**src/sv/tile_region_clip_row_emitter_unit_macros.svh**
```systemverilog
// Assertion macros shared by the tile region clip row emitter.
`ifndef TILE_REGION_CLIP_ROW_EMITTER_UNIT_MACROS_SVH
`define TILE_REGION_CLIP_ROW_EMITTER_UNIT_MACROS_SVH
`ifndef SYNTHESIS
// Checks a property on the rising clock, switched off while reset is held.
`define TRCE_ASSERT_RST(lbl, clk, rst_n, prop, msg) \
    lbl: assert property (@(posedge clk) disable iff (!rst_n) prop) else $error(msg);
// Checks a property on the rising clock at every edge, reset included.
`define TRCE_ASSERT_ALWAYS(lbl, clk, prop, msg) \
    lbl: assert property (@(posedge clk) prop) else $error(msg);
`else
`define TRCE_ASSERT_RST(lbl, clk, rst_n, prop, msg)
`define TRCE_ASSERT_ALWAYS(lbl, clk, prop, msg)
`endif
`endif

```
**src/sv/trce_pkg.sv**
```systemverilog
// Types and constants of the tile region clip row emitter.
package trce_pkg;

    // Halfwords of header in front of the source pixel data.
    localparam logic [31:0] HEADER_HALFWORDS = 32'd6;

    // Source stride and row count are the pixel sizes divided by eight.
    localparam int STRIDE_W = 13;

    typedef struct packed {
        logic                command;
        logic signed [15:0]  dst_x;
        logic signed [15:0]  dst_y;
        logic [15:0]         src_x;
        logic [15:0]         src_y;
        logic signed [15:0]  req_width;
        logic signed [15:0]  req_height;
        logic [15:0]         source_width_px;
        logic [15:0]         source_height_px;
        logic [2:0]          layer;
    } t_request;

    typedef struct packed {
        logic        row_valid;
        logic        clear_row;
        logic [31:0] src_offset;
        logic [9:0]  dst_offset;
        logic [5:0]  row_length;
        logic [7:0]  dirty_mask;
        logic        last;
    } t_result;

    // Load strobes for the two register stages of an axis clipper.
    typedef struct packed {
        logic load_shift;
        logic load_clip;
    } t_clip_ctrl;

    typedef enum logic [5:0] {
        S_IDLE  = 6'b000001,
        S_SHIFT = 6'b000010,
        S_CLIP  = 6'b000100,
        S_CHECK = 6'b001000,
        S_BASE  = 6'b010000,
        S_EMIT  = 6'b100000
    } t_state;

endpackage

```
**src/sv/trce_axis_clip.sv**
```systemverilog
// One axis of the region clipper: default size, leading edge shift, trailing edge cut.
module trce_axis_clip #(
    parameter int LIMIT = 32
) (
    input  logic                         i_clk,
    input  trce_pkg::t_clip_ctrl         i_ctrl,
    input  logic signed [15:0]           i_dst,
    input  logic [15:0]                  i_src,
    input  logic signed [15:0]           i_size,
    input  logic [trce_pkg::STRIDE_W-1:0] i_default,
    output logic [15:0]                  o_pos,
    output logic [16:0]                  o_src,
    output logic signed [18:0]           o_len
);

    localparam logic signed [18:0] LIMIT_S = 19'(LIMIT);

    logic [15:0]        r_pos;
    logic [16:0]        r_src;
    logic signed [18:0] r_len;

    logic signed [18:0] n_size;
    logic signed [18:0] n_dst_ext;
    logic [16:0]        n_cut;
    logic signed [18:0] n_pos_s;
    logic signed [18:0] n_end;

    // Size defaults to the source size; a negative start moves the source origin.
    always_comb begin
        n_size    = (i_size == -16'sd1) ? $signed({6'b0, i_default})
                                        : $signed({{3{i_size[15]}}, i_size});
        n_dst_ext = $signed({{3{i_dst[15]}}, i_dst});
        n_cut     = 17'd0 - {i_dst[15], i_dst};
        n_pos_s   = $signed({3'b0, r_pos});
        n_end     = n_pos_s + r_len;
    end

    // First stage takes the leading edge, second stage cuts at the far edge.
    always_ff @(posedge i_clk) begin
        if (i_ctrl.load_shift) begin
            if (i_dst[15]) begin
                r_pos <= '0;
                r_src <= {1'b0, i_src} + n_cut;
                r_len <= n_size + n_dst_ext;
            end else begin
                r_pos <= i_dst;
                r_src <= {1'b0, i_src};
                r_len <= n_size;
            end
        end else if (i_ctrl.load_clip) begin
            if (n_end > LIMIT_S) begin
                r_len <= LIMIT_S - n_pos_s;
            end
        end
    end

    assign o_pos = r_pos;
    assign o_src = r_src;
    assign o_len = r_len;

endmodule

```
**src/sv/tile_region_clip_row_emitter_unit.sv**
```systemverilog
// Top level of the tile region clip row emitter.
// A request is taken when start is high and busy is low. The region is clipped to
// the SCREEN_COLS by SCREEN_ROWS tile screen and one row descriptor follows per
// remaining row, one per clock cycle, each on o_result for a single cycle marked
// by o_result_valid; the receiver cannot hold results off. A request goes through four
// set-up steps (edge shift, edge cut, empty check with the stride multiply, source
// base add) and then gives one row per cycle, with busy high throughout. The final
// result is on the ports in the cycle after the last row step, when busy is already
// low, so the next request can be taken while it is shown. An empty region drops
// busy after the empty check and gives its one result, with no row, once busy
// is low. Every request sets its layer's bit in the sticky dirty mask, and every
// result carries the mask.
`include "tile_region_clip_row_emitter_unit_macros.svh"
module tile_region_clip_row_emitter_unit #(
    parameter int SCREEN_COLS = 32,
    parameter int SCREEN_ROWS = 24
) (
    input  logic               i_clk,
    input  logic               i_rst_n,
    input  logic               start,
    input  trce_pkg::t_request i_request,
    output logic               busy,
    output logic               o_result_valid,
    output trce_pkg::t_result  o_result
);

    localparam int          ROW_W  = $clog2(SCREEN_ROWS + 1);
    localparam logic [9:0]  COLS10 = 10'(SCREEN_COLS);

    trce_pkg::t_state     r_state, n_state;
    trce_pkg::t_request   r_req;
    trce_pkg::t_result    r_result;
    trce_pkg::t_clip_ctrl clip_ctrl;
    logic                 r_result_valid;
    logic [7:0]           r_dirty;
    logic [29:0]          r_prod;
    logic [31:0]          r_src;
    logic [9:0]           r_dst;
    logic [5:0]           r_len;
    logic [ROW_W-1:0]     r_rows;

    logic                 accept;
    logic                 empty;
    logic [trce_pkg::STRIDE_W-1:0] stride;
    logic [trce_pkg::STRIDE_W-1:0] src_rows;
    logic [15:0]          x_pos, y_pos;
    logic [16:0]          x_src, y_src;
    logic signed [18:0]   x_len, y_len;

    assign accept   = start && (r_state == trce_pkg::S_IDLE);
    assign busy     = (r_state != trce_pkg::S_IDLE);
    assign stride   = r_req.source_width_px[15:3];
    assign src_rows = r_req.source_height_px[15:3];

    assign clip_ctrl.load_shift = (r_state == trce_pkg::S_SHIFT);
    assign clip_ctrl.load_clip  = (r_state == trce_pkg::S_CLIP);

    // Column and row clippers run side by side.
    trce_axis_clip #(
        .LIMIT (SCREEN_COLS)
    ) u_clip_x (
        .i_clk     (i_clk),
        .i_ctrl    (clip_ctrl),
        .i_dst     (r_req.dst_x),
        .i_src     (r_req.src_x),
        .i_size    (r_req.req_width),
        .i_default (stride),
        .o_pos     (x_pos),
        .o_src     (x_src),
        .o_len     (x_len)
    );

    trce_axis_clip #(
        .LIMIT (SCREEN_ROWS)
    ) u_clip_y (
        .i_clk     (i_clk),
        .i_ctrl    (clip_ctrl),
        .i_dst     (r_req.dst_y),
        .i_src     (r_req.src_y),
        .i_size    (r_req.req_height),
        .i_default (src_rows),
        .o_pos     (y_pos),
        .o_src     (y_src),
        .o_len     (y_len)
    );

    // A region with no positive width or height yields no rows.
    assign empty = x_len[18] || (x_len == '0) || y_len[18] || (y_len == '0);

    // Sequencer.
    always_comb begin
        n_state = r_state;
        unique case (r_state)
            trce_pkg::S_IDLE: begin
                if (start) begin
                    n_state = trce_pkg::S_SHIFT;
                end
            end
            trce_pkg::S_SHIFT: n_state = trce_pkg::S_CLIP;
            trce_pkg::S_CLIP:  n_state = trce_pkg::S_CHECK;
            trce_pkg::S_CHECK: n_state = empty ? trce_pkg::S_IDLE : trce_pkg::S_BASE;
            trce_pkg::S_BASE:  n_state = trce_pkg::S_EMIT;
            trce_pkg::S_EMIT: begin
                if (r_rows == ROW_W'(1)) begin
                    n_state = trce_pkg::S_IDLE;
                end
            end
            default: n_state = trce_pkg::S_IDLE;
        endcase
    end

    // Control registers: state, result strobe and the sticky dirty mask.
    always_ff @(posedge i_clk) begin
        if (!i_rst_n) begin
            r_state        <= trce_pkg::S_IDLE;
            r_result_valid <= 1'b0;
            r_dirty        <= '0;
        end else begin
            r_state        <= n_state;
            r_result_valid <= ((r_state == trce_pkg::S_CHECK) && empty)
                              || (r_state == trce_pkg::S_EMIT);
            if (accept) begin
                r_dirty <= r_dirty | (8'd1 << i_request.layer);
            end
        end
    end

    // Datapath: one multiply for the first source row, then an add per row.
    always_ff @(posedge i_clk) begin
        if (accept) begin
            r_req <= i_request;
        end
        case (r_state)
            trce_pkg::S_CHECK: begin
                r_prod <= 30'(stride) * 30'(y_src);
                r_dst  <= x_pos[9:0] + y_pos[9:0] * COLS10;
                r_len  <= x_len[5:0];
                r_rows <= y_len[ROW_W-1:0];
                r_result.row_valid  <= 1'b0;
                r_result.clear_row  <= 1'b0;
                r_result.src_offset <= '0;
                r_result.dst_offset <= '0;
                r_result.row_length <= '0;
                r_result.dirty_mask <= r_dirty;
                r_result.last       <= 1'b1;
            end
            trce_pkg::S_BASE: begin
                r_src <= 32'(r_prod) + 32'(x_src) + trce_pkg::HEADER_HALFWORDS;
            end
            trce_pkg::S_EMIT: begin
                r_result.row_valid  <= 1'b1;
                r_result.clear_row  <= ~r_req.command;
                r_result.src_offset <= r_src;
                r_result.dst_offset <= r_dst;
                r_result.row_length <= r_len;
                r_result.dirty_mask <= r_dirty;
                r_result.last       <= (r_rows == ROW_W'(1));
                r_src  <= r_src + 32'(stride);
                r_dst  <= r_dst + COLS10;
                r_rows <= r_rows - ROW_W'(1);
            end
            default: begin
            end
        endcase
    end

    assign o_result_valid = r_result_valid;
    assign o_result       = r_result;

    // Checks on the sequencer and the result stream.
    `TRCE_ASSERT_RST(a_accept_busy, i_clk, i_rst_n, start && !busy |=> busy, "accepted transaction did not raise busy")
    `TRCE_ASSERT_RST(a_last_frees, i_clk, i_rst_n, o_result_valid && o_result.last |-> !busy, "busy still high with the final result")
    `TRCE_ASSERT_RST(a_mid_busy, i_clk, i_rst_n, o_result_valid && !o_result.last |-> busy, "more results due but block is idle")
    `TRCE_ASSERT_RST(a_empty_last, i_clk, i_rst_n, o_result_valid && !o_result.row_valid |-> o_result.last, "result without a row is not final")
    `TRCE_ASSERT_ALWAYS(a_reset_quiet, i_clk, !i_rst_n |=> !o_result_valid, "result strobe after reset")

endmodule
```
**config.mk**
```make
export PLATFORM = sky130hd
export DESIGN_NAME = tile_region_clip_row_emitter_unit
export DESIGN_NICKNAME = d
export VERILOG_FILES = /design/src/sv/trce_pkg.sv /design/src/sv/trce_axis_clip.sv /design/src/sv/tile_region_clip_row_emitter_unit.sv
export VERILOG_INCLUDE_DIRS = /design/src /design/src/sv
export SDC_FILE = /design/constraint.sdc
export NUM_CORES = 1
export LEC_CHECK = 0
export ABC_AREA = 1
export BUFFER_PORTS_ARGS = -buffer_cell sky130_fd_sc_hd__buf_2
export CORE_MARGIN = 2
export CORE_UTILIZATION = 57
export DETAILED_ROUTE_END_ITERATION = 10
export PLACE_DENSITY = 0.91
export SYNTH_ARGS = -nofsm -noshare
export SYNTH_HDL_FRONTEND = slang
export SYNTH_SLANG_ARGS = --single-unit
```
**constraint.sdc**
```tcl
create_clock -name i_clk -period 5.5 [get_ports i_clk]
set_input_delay 0.825 -clock i_clk [delete_from_list [all_inputs] [get_ports i_clk]]
set_output_delay 0.825 -clock i_clk [all_outputs]
set_load 0.005 [all_outputs]
```
==> key figures, run 1 <==
Global route
  – Global-route wire length before repair: 121800 um
  – Largest net degree at the start of global routing: 70
  – Vias in the first global route: 24620
  – GR Overflow Total: 0
  – Antenna violations before repair: 1
  – All-Layer GR Usage: 0.2806

Floorplan
  – Starting density of the core: 0.5763
  – Die width: 234.5 um
  – # rows: 84
  – I/O Pins: 196
  – Die Y: 234.5 um
  – Die area: 54990 um^2
  – Core area: 52550 um^2

Clocking
  – CTS sink count: 382
  – TritonCTS Buffers: 44
  – H-Tree Depth: 2
  – Clock tree buffer depth: 3
  – Cts hold-fix bufs: 0
  – Clk slew on worst S/H paths: 60 ps
  – Clock root cell: clkbuf_16
  – TritonCTS clock tree: yes
  – Clock Latency Late Sink: 610 ps

Worst setup path
  – Reg2reg start: r_req[25]
  – CP delay by family, top: adder cells
  – Type of the worst setup path: flip-flop to flip-flop
  – Critical path origin: r_req[25]
  – CP bufs+invs: 7
  – Worst r2r dst: r_prod[29]
  – CP max stage delay: 580 ps
  – Startpoint Class: flip-flop
  – Slowest-stage cell, CP: fa_1
  – Crit-path cells: buf_4, nand2_1, inv_1, fa_1, inv_1, fa_1, inv_1, fa_1, fa_1, inv_1, fa_1, inv_1, ha_1, nand2_1, nor4_1, buf_4, nand4_1, nand3_2, a21oi_1, xor2_1
  – Levels on crit path: 20
  – Required time worst endpoint: 5840 ps
  – Cells on worst reg2reg path: 20
  – Worst setup path endpoint: r_prod[29]
  – CP Data Arrival Time: 5840 ps
  – Crit path max fanout: 5
  – Worst R2R Setup Slack: -0.7 ps
  – Crit end category: flip-flop

Hold path
  – Hold Path Class: input pin to flip-flop

Cells and area
  – P&R area growth vs syn: 12.83%
  – Share of cells above drive strength 1: 0.1068
  – Filler cells: 3910
  – NumNets Final: 4406
  – Ant diodes: 0

Place
  – Placed wire-length estimate: 59700 um
  – Port Buffers: 189
  – Routability Congestion: 0.9695
  – Place WS: 96.96 ps

Status
  – Status: complete, but fails checks
  – Failing checks: setup timing

Power
  – Pwr per Cell Area: 372.7 nW/um^2
  – Final Power: 12.74 mW
  – Leakage: 17.08 nW
  – Peak supply drop: 0.4669 mV

Detailed routing
  – Wirelength per Cell: 17.33 um
  – Vias/cell: 5.616
  – DR iter-0 viols: 2626
  – Wirelength, routed: 79600 um
  – TritonRoute pass-1 iters: 10
  – Via count: 25800
  – DRC errors left: 0
  – Post-detailed-route count of antenna-violating nets: 0

Logic synthesis
  – Mapped Area: 30280 um^2
  – YS warnings: 0
  – Synth Instances: 3627
  – Avg Synthesized Cell Area: 8.350 um^2
  – Yosys cell types: 58
  – Seq/Total Area, Yosys: 0.3738
  – Syn_nets: 4161
  – Synthesized flop and latch total: 382

STA
  – Setup ws final: -0.7008 ps
  – Slew Limit Headroom: 0.1504
  – Crit path time final: 5501 ps
  – Final slew viol count: 0
  – Hold Fails Final Rpt: 0
  – F_max: 181.8 MHz
  – Slew @ Worst Pin: 1267 ps
  – Fin Clk Skew: 26.30 ps
  – Tcrit/Tclk final: 1.000
  – Setup violators final: 1

Run
  – Max capacitance violation total: 0
[placed cells by master (no fill, tap or decap), types with 6 or more instances in the layout]
cell type | synthesis | routed
nand2_1 | 892 | 890
inv_1 | 715 | 713
edfxtp_1 | 367 | 367
nor2_1 | 281 | 280
ha_1 | 225 | 225
buf_2 | 11 | 190
a21oi_1 | 190 | 188
fa_1 | 174 | 174
nand3_1 | 168 | 167
o21ai_0 | 147 | 146
buf_4 | 2 | 91
xor2_1 | 63 | 63
clkbuf_16 | 0 | 44
nand4_1 | 36 | 36
nor3_1 | 35 | 35
xnor2_1 | 33 | 33
o21ai_1 | 23 | 23
nand3b_1 | 22 | 22
a31oi_1 | 18 | 18
nor4_1 | 18 | 17
dfxtp_1 | 15 | 15
o21bai_1 | 13 | 13
a21o_1 | 12 | 12
bufinv_16 | 0 | 10
o21ai_2 | 7 | 8
a21boi_0 | 7 | 7
nor2_2 | 5 | 6
clkinv_1 | 1 | 6
o211ai_1 | 6 | 6
clkbuf_1 | 68 | 6
buf_12 | 0 | 6
[worst min path at each step]
stage,from,end,slack (ps),cells past startpoint
floorplan,r_dirty[0],o_result[1],410,0
global placement,r_dirty[3],o_result[4],410,0
detailed placement,r_dirty[7],o_result[8],420,0
CTS,i_request[11],r_req[11],380,1
global route,i_request[7],r_req[7],390,1
finish,i_request[114],r_req[114],400,1
[where the power goes]
part           switching, mW  internal (mW)  total, mW
sequential            0.0972           3.56       3.65
clock                   1.26           1.98       3.24
combinational           3.59           2.25       5.84
total                   4.95           7.79       12.7
[cell usage after synthesis (all sizes together)]
library cell,instances,area share
nand2,896,0.11
inv,718,0.089
edfxtp,367,0.36
nor2,288,0.037
ha,225,0.093
a21oi,194,0.033
o21ai,177,0.030
fa,174,0.12
nand3,172,0.029
clkbuf,68,0.0084
xor2,63,0.018
nor3,42,0.0087
nand4,37,0.0079
xnor2,33,0.0095
nand3b,23,0.0058
buf,20,0.0034
nor4,20,0.0045
a31oi,18,0.0037
dfxtp,15,0.0099
o21bai,15,0.0040
a21o,13,0.0033
a21boi,9,0.0024
or2,9,0.0019
o211ai,6,0.0015
o21a,5,0.0012
o22ai,5,0.0010
and3,4,0.00083
a211oi,3,0.00074
o31ai,3,0.00091
and2,1,0.00021
clkinv,1,0.00012
mux2i,1,0.00033
o22a,1,0.00029
o32ai,1,0.00029
[through the flow]
step / setup TNS (ps) / cell area, um^2 / utilization / instances / hold WS [ps]
after CTS: 0 / 33770 / 0.6426 / 4552 / 377.0
after floorplan: 0 / 30280 / - / 3627 / 409.0
final: -0.7008 / 34170 / 0.6502 / 4593 / 397.8
after detailed placement: 0 / 32190 / 0.6125 / 4473 / 415.9
after global placement: 0 / 32190 / 0.6125 / 4473 / 413.3
after global routing: -956.9 / 34170 / 0.6502 / 4593 / 386.1
[kinds of logic (layout without fill, tap and decap cells)]
logic type | count (synthesis) | in the layout | synth area share
compound gates | 450 | 450 | 0.08222
xor+xnor | 96 | 96 | 0.02776
fa+ha+maj | 399 | 399 | 0.2080
buf+inv | 807 | 1085 | 0.1010
flops | 382 | 382 | 0.3738
mux | 1 | 1 | 0.0003305
simple gates | 1492 | 1492 | 0.2069
[flip-flops by register name, summed over array words and instances, names as in the netlist, 15 cells and up]
register	flops
r_prod	30
u_clip_x.o_len	19
u_clip_y.o_src	17
r_req	123
u_clip_x.o_src	17
u_clip_y.o_pos	15
u_clip_y.o_len	19
u_clip_x.o_pos	15
o_result	59
r_src	32
[layer usage]
metal | track usage | share of wire
met1 | 0.3610 | 0.38
met2 | 0.4643 | 0.46
met3 | 0.05705 | 0.11
met4 | 0.1146 | 0.049
met5 | 0 | 0
[what timing repair did]
item,in CTS,in global routing
setup endpoints to repair,0,14
gates resized for setup,0,9
setup buffers,0,41
hold endpoints to repair,0,0
[area by class of cell]
cell class	instances	area (um^2)	area share
sequential	382	11320	0.3313
multi-input combinational	2438	15950	0.4668
tap	688	860.8	0.02519
clock inverter	27	430.4	0.01260
timing repair buffer	287	1754	0.05134
clock buffer	52	1151	0.03369
inverter	719	2703	0.07909
(Power assumes the default switching activity.)
==> run 2, diff against run 1 <==
MAX_ROUTING_LAYER = met4   (was default)
SKIP_LAST_GASP = 1   (was default)
==> run 2 against run 1 <==
  * The run still ends with setup timing left
  * Cell count shrank 0.39%
  * Sequential cell count is the same
  * Die area is the same
  * Combinational power shrank 3.9%
  * Fmax shrank 0.91%
  * Register-to-register slack lost 50 ps
  * Global-route usage grew 1.7 points
  * Via count shrank 0.56%
  * Total power shrank 2.3%
  * First-iteration DRC count shrank 2.7%
  * Design area shrank 0.40%
  * Worst hold slack gained 2.5 ps
  * Critical path type unchanged
  * Critical endpoint unchanged
==> key figures, run 2 (synthesis results as in run 1) <==
Clocking
  – Cts hold-fix bufs: 0
  – Clock root cell: clkbuf_16
  – H-Tree Depth: 2
  – CTS sink count: 382
  – TritonCTS clock tree: yes
  – Clk slew on worst S/H paths: 70 ps
  – Clock tree buffer depth: 3
  – TritonCTS Buffers: 44
  – Clock Latency Late Sink: 600 ps

Worst setup path
  – Crit end category: flip-flop
  – Type of the worst setup path: flip-flop to flip-flop
  – CP Data Arrival Time: 5900 ps
  – Startpoint Class: flip-flop
  – Crit path max fanout: 9
  – Required time worst endpoint: 5850 ps

Power
  – Peak supply drop: 0.4350 mV
  – Pwr per Cell Area: 365.5 nW/um^2
  – Leakage: 16.98 nW

Cells and area
  – Commonest non-fill, non-tap cell in the layout: nand2_1
  – Non-Filler Instances: 4575
  – Register with the most flip-flops: r_req
  – Share of cells above drive strength 1: 0.1019
  – FF/Latch Area: 11320 um^2
  – Largest register FFs: 123
  – Filler cells: 4028
  – NumNets Final: 4384
  – P&R area growth vs syn: 12.38%
  – Multi-input logic area: 15930 um^2
  – Commonest non-fill, non-tap cells in the layout: 891 x nand2_1, 713 x inv_1, 367 x edfxtp_1, 281 x nor2_1, 225 x ha_1

STA
  – Setup tns final: -101.7 ps
  – Fin Clk Skew: 28.96 ps
  – F_max: 180.1 MHz
  – Tcrit/Tclk final: 1.009
  – RSZ-0062 raised after global routing: true
  – Slew @ Worst Pin: 1216 ps
  – Slew Limit Headroom: 0.1846
  – Setup ws final: -51.25 ps
  – Crit path time final: 5551 ps
  – Hold_ws: 400.3 ps
  – Final slew viol count: 0
  – Setup violators final: 2
  – Hold Fails Final Rpt: 0

Detailed routing
  – Vias/cell: 5.607
  – Via count: 25650
  – TritonRoute pass-1 iters: 6
  – Wirelength, routed: 80000 um
  – DRC errors left: 0
  – Wirelength per Cell: 17.49 um
  – Post-detailed-route count of antenna-violating nets: 0
  – DR iter-0 viols: 2554

Global route
  – All-Layer GR Usage: 0.2971
  – GR Overflow Total: 0
  – Largest net degree at the start of global routing: 75
  – Antenna violations before repair: 1
  – Vias in the first global route: 24990
  – Global-route wire length before repair: 125000 um

Floorplan
  – Core area: 52550 um^2
  – Starting density of the core: 0.5763
  – I/O Pins: 196
  – Die width: 234.5 um
  – Die area: 54990 um^2
  – # rows: 84
  – Die Y: 234.5 um

Place
  – Placed wire-length estimate: 60530 um
  – Placed cell count: 4467
  – Routability Congestion: 0.9661
  – Port Buffers: 189

Run
  – Max capacitance violation total: 0

Status
  – Failing checks: setup timing
  – Status: complete, but fails checks

Hold path
  – Hold Path Class: input pin to flip-flop
## run 2: changes by cell type in the layout (fill, tap and decap cells not counted), sizes merged
cell / previous run / this run
inv: 721 / 722
bufinv: 10 / 8
clkinv: 13 / 18
clkbuf: 52 / 49
diode: 0 / 1
buf: 287 / 265
clkinvlp: 2 / 4
## run 2: final timing paths
path	from	end	slack, ps	depth (start not counted)
max	u_clip_y.o_src[11]	r_prod[29]	-50	18
min	i_request[119]	r_req[119]	400	1
max reg2reg	u_clip_y.o_src[11]	r_prod[29]	-50	18
min reg2reg	r_dirty[2]	o_result[3]	430	0
## run 2: timing repair
action | 4_1_cts | 5_1_grt
resized for setup | 0 | 3
setup buffers | 0 | 25
endpoints found under the setup margin | 0 | 12
## run 2: routing by layer
layer / GRT usage / up-vias / wire [um]
met1: 0.3721 / 11920 / 30460
li1: - / 12090 / -
met5: - / - / 0
met4: 0.1179 / 0 / 3657
met3: 0.05051 / 273 / 8456
met2: 0.4820 / 1372 / 37420
## run 2: where the power goes
group / internal [mW] / switching [mW] / leakage, nW
clock network: 1.88 / 1.29 / 0.758
registers: 3.56 / 0.101 / 3.58
logic: 2.13 / 3.48 / 12.6
total: 7.57 / 4.87 / 17.0
## run 2: through the flow
| stage | util | instance area [um^2] | worst slack [ps] | power [mW] |
|---|---|---|---|---|
| floorplan | - | 30280 | 300.5 | 7.684 |
| global placement | 0.6119 | 32160 | 182.3 | 8.868 |
| detailed placement | 0.6119 | 32160 | 76.94 | 9.101 |
| CTS | 0.6417 | 33720 | 57.00 | 12.30 |
| global route | 0.6476 | 34030 | -184.9 | 13.26 |
| finish | 0.6476 | 34030 | -51.25 | 12.44 |
## run 2: area by class of cell
class / count / area share
multi-input combinational: 2438 / 0.4681
sequential: 382 / 0.3326
inverter: 719 / 0.07941
timing repair buffer: 265 / 0.04860
clock buffer: 49 / 0.03320
tap: 688 / 0.02529
clock inverter: 33 / 0.01272
antenna: 1 / 0.00007353
## run 2: critical path, stage by stage, from the launching register on
cell,delay (ps)
edfxtp_1,610
nand2_1,140
inv_1,80
fa_1,550
inv_1,90
fa_1,580
inv_1,70
fa_1,500
fa_1,530
inv_1,80
fa_1,540
inv_1,40
ha_1,370
a21oi_1,200
o21ai_0,140
a211oi_1,310
nand3_1,210
a21oi_1,200
xor2_1,80
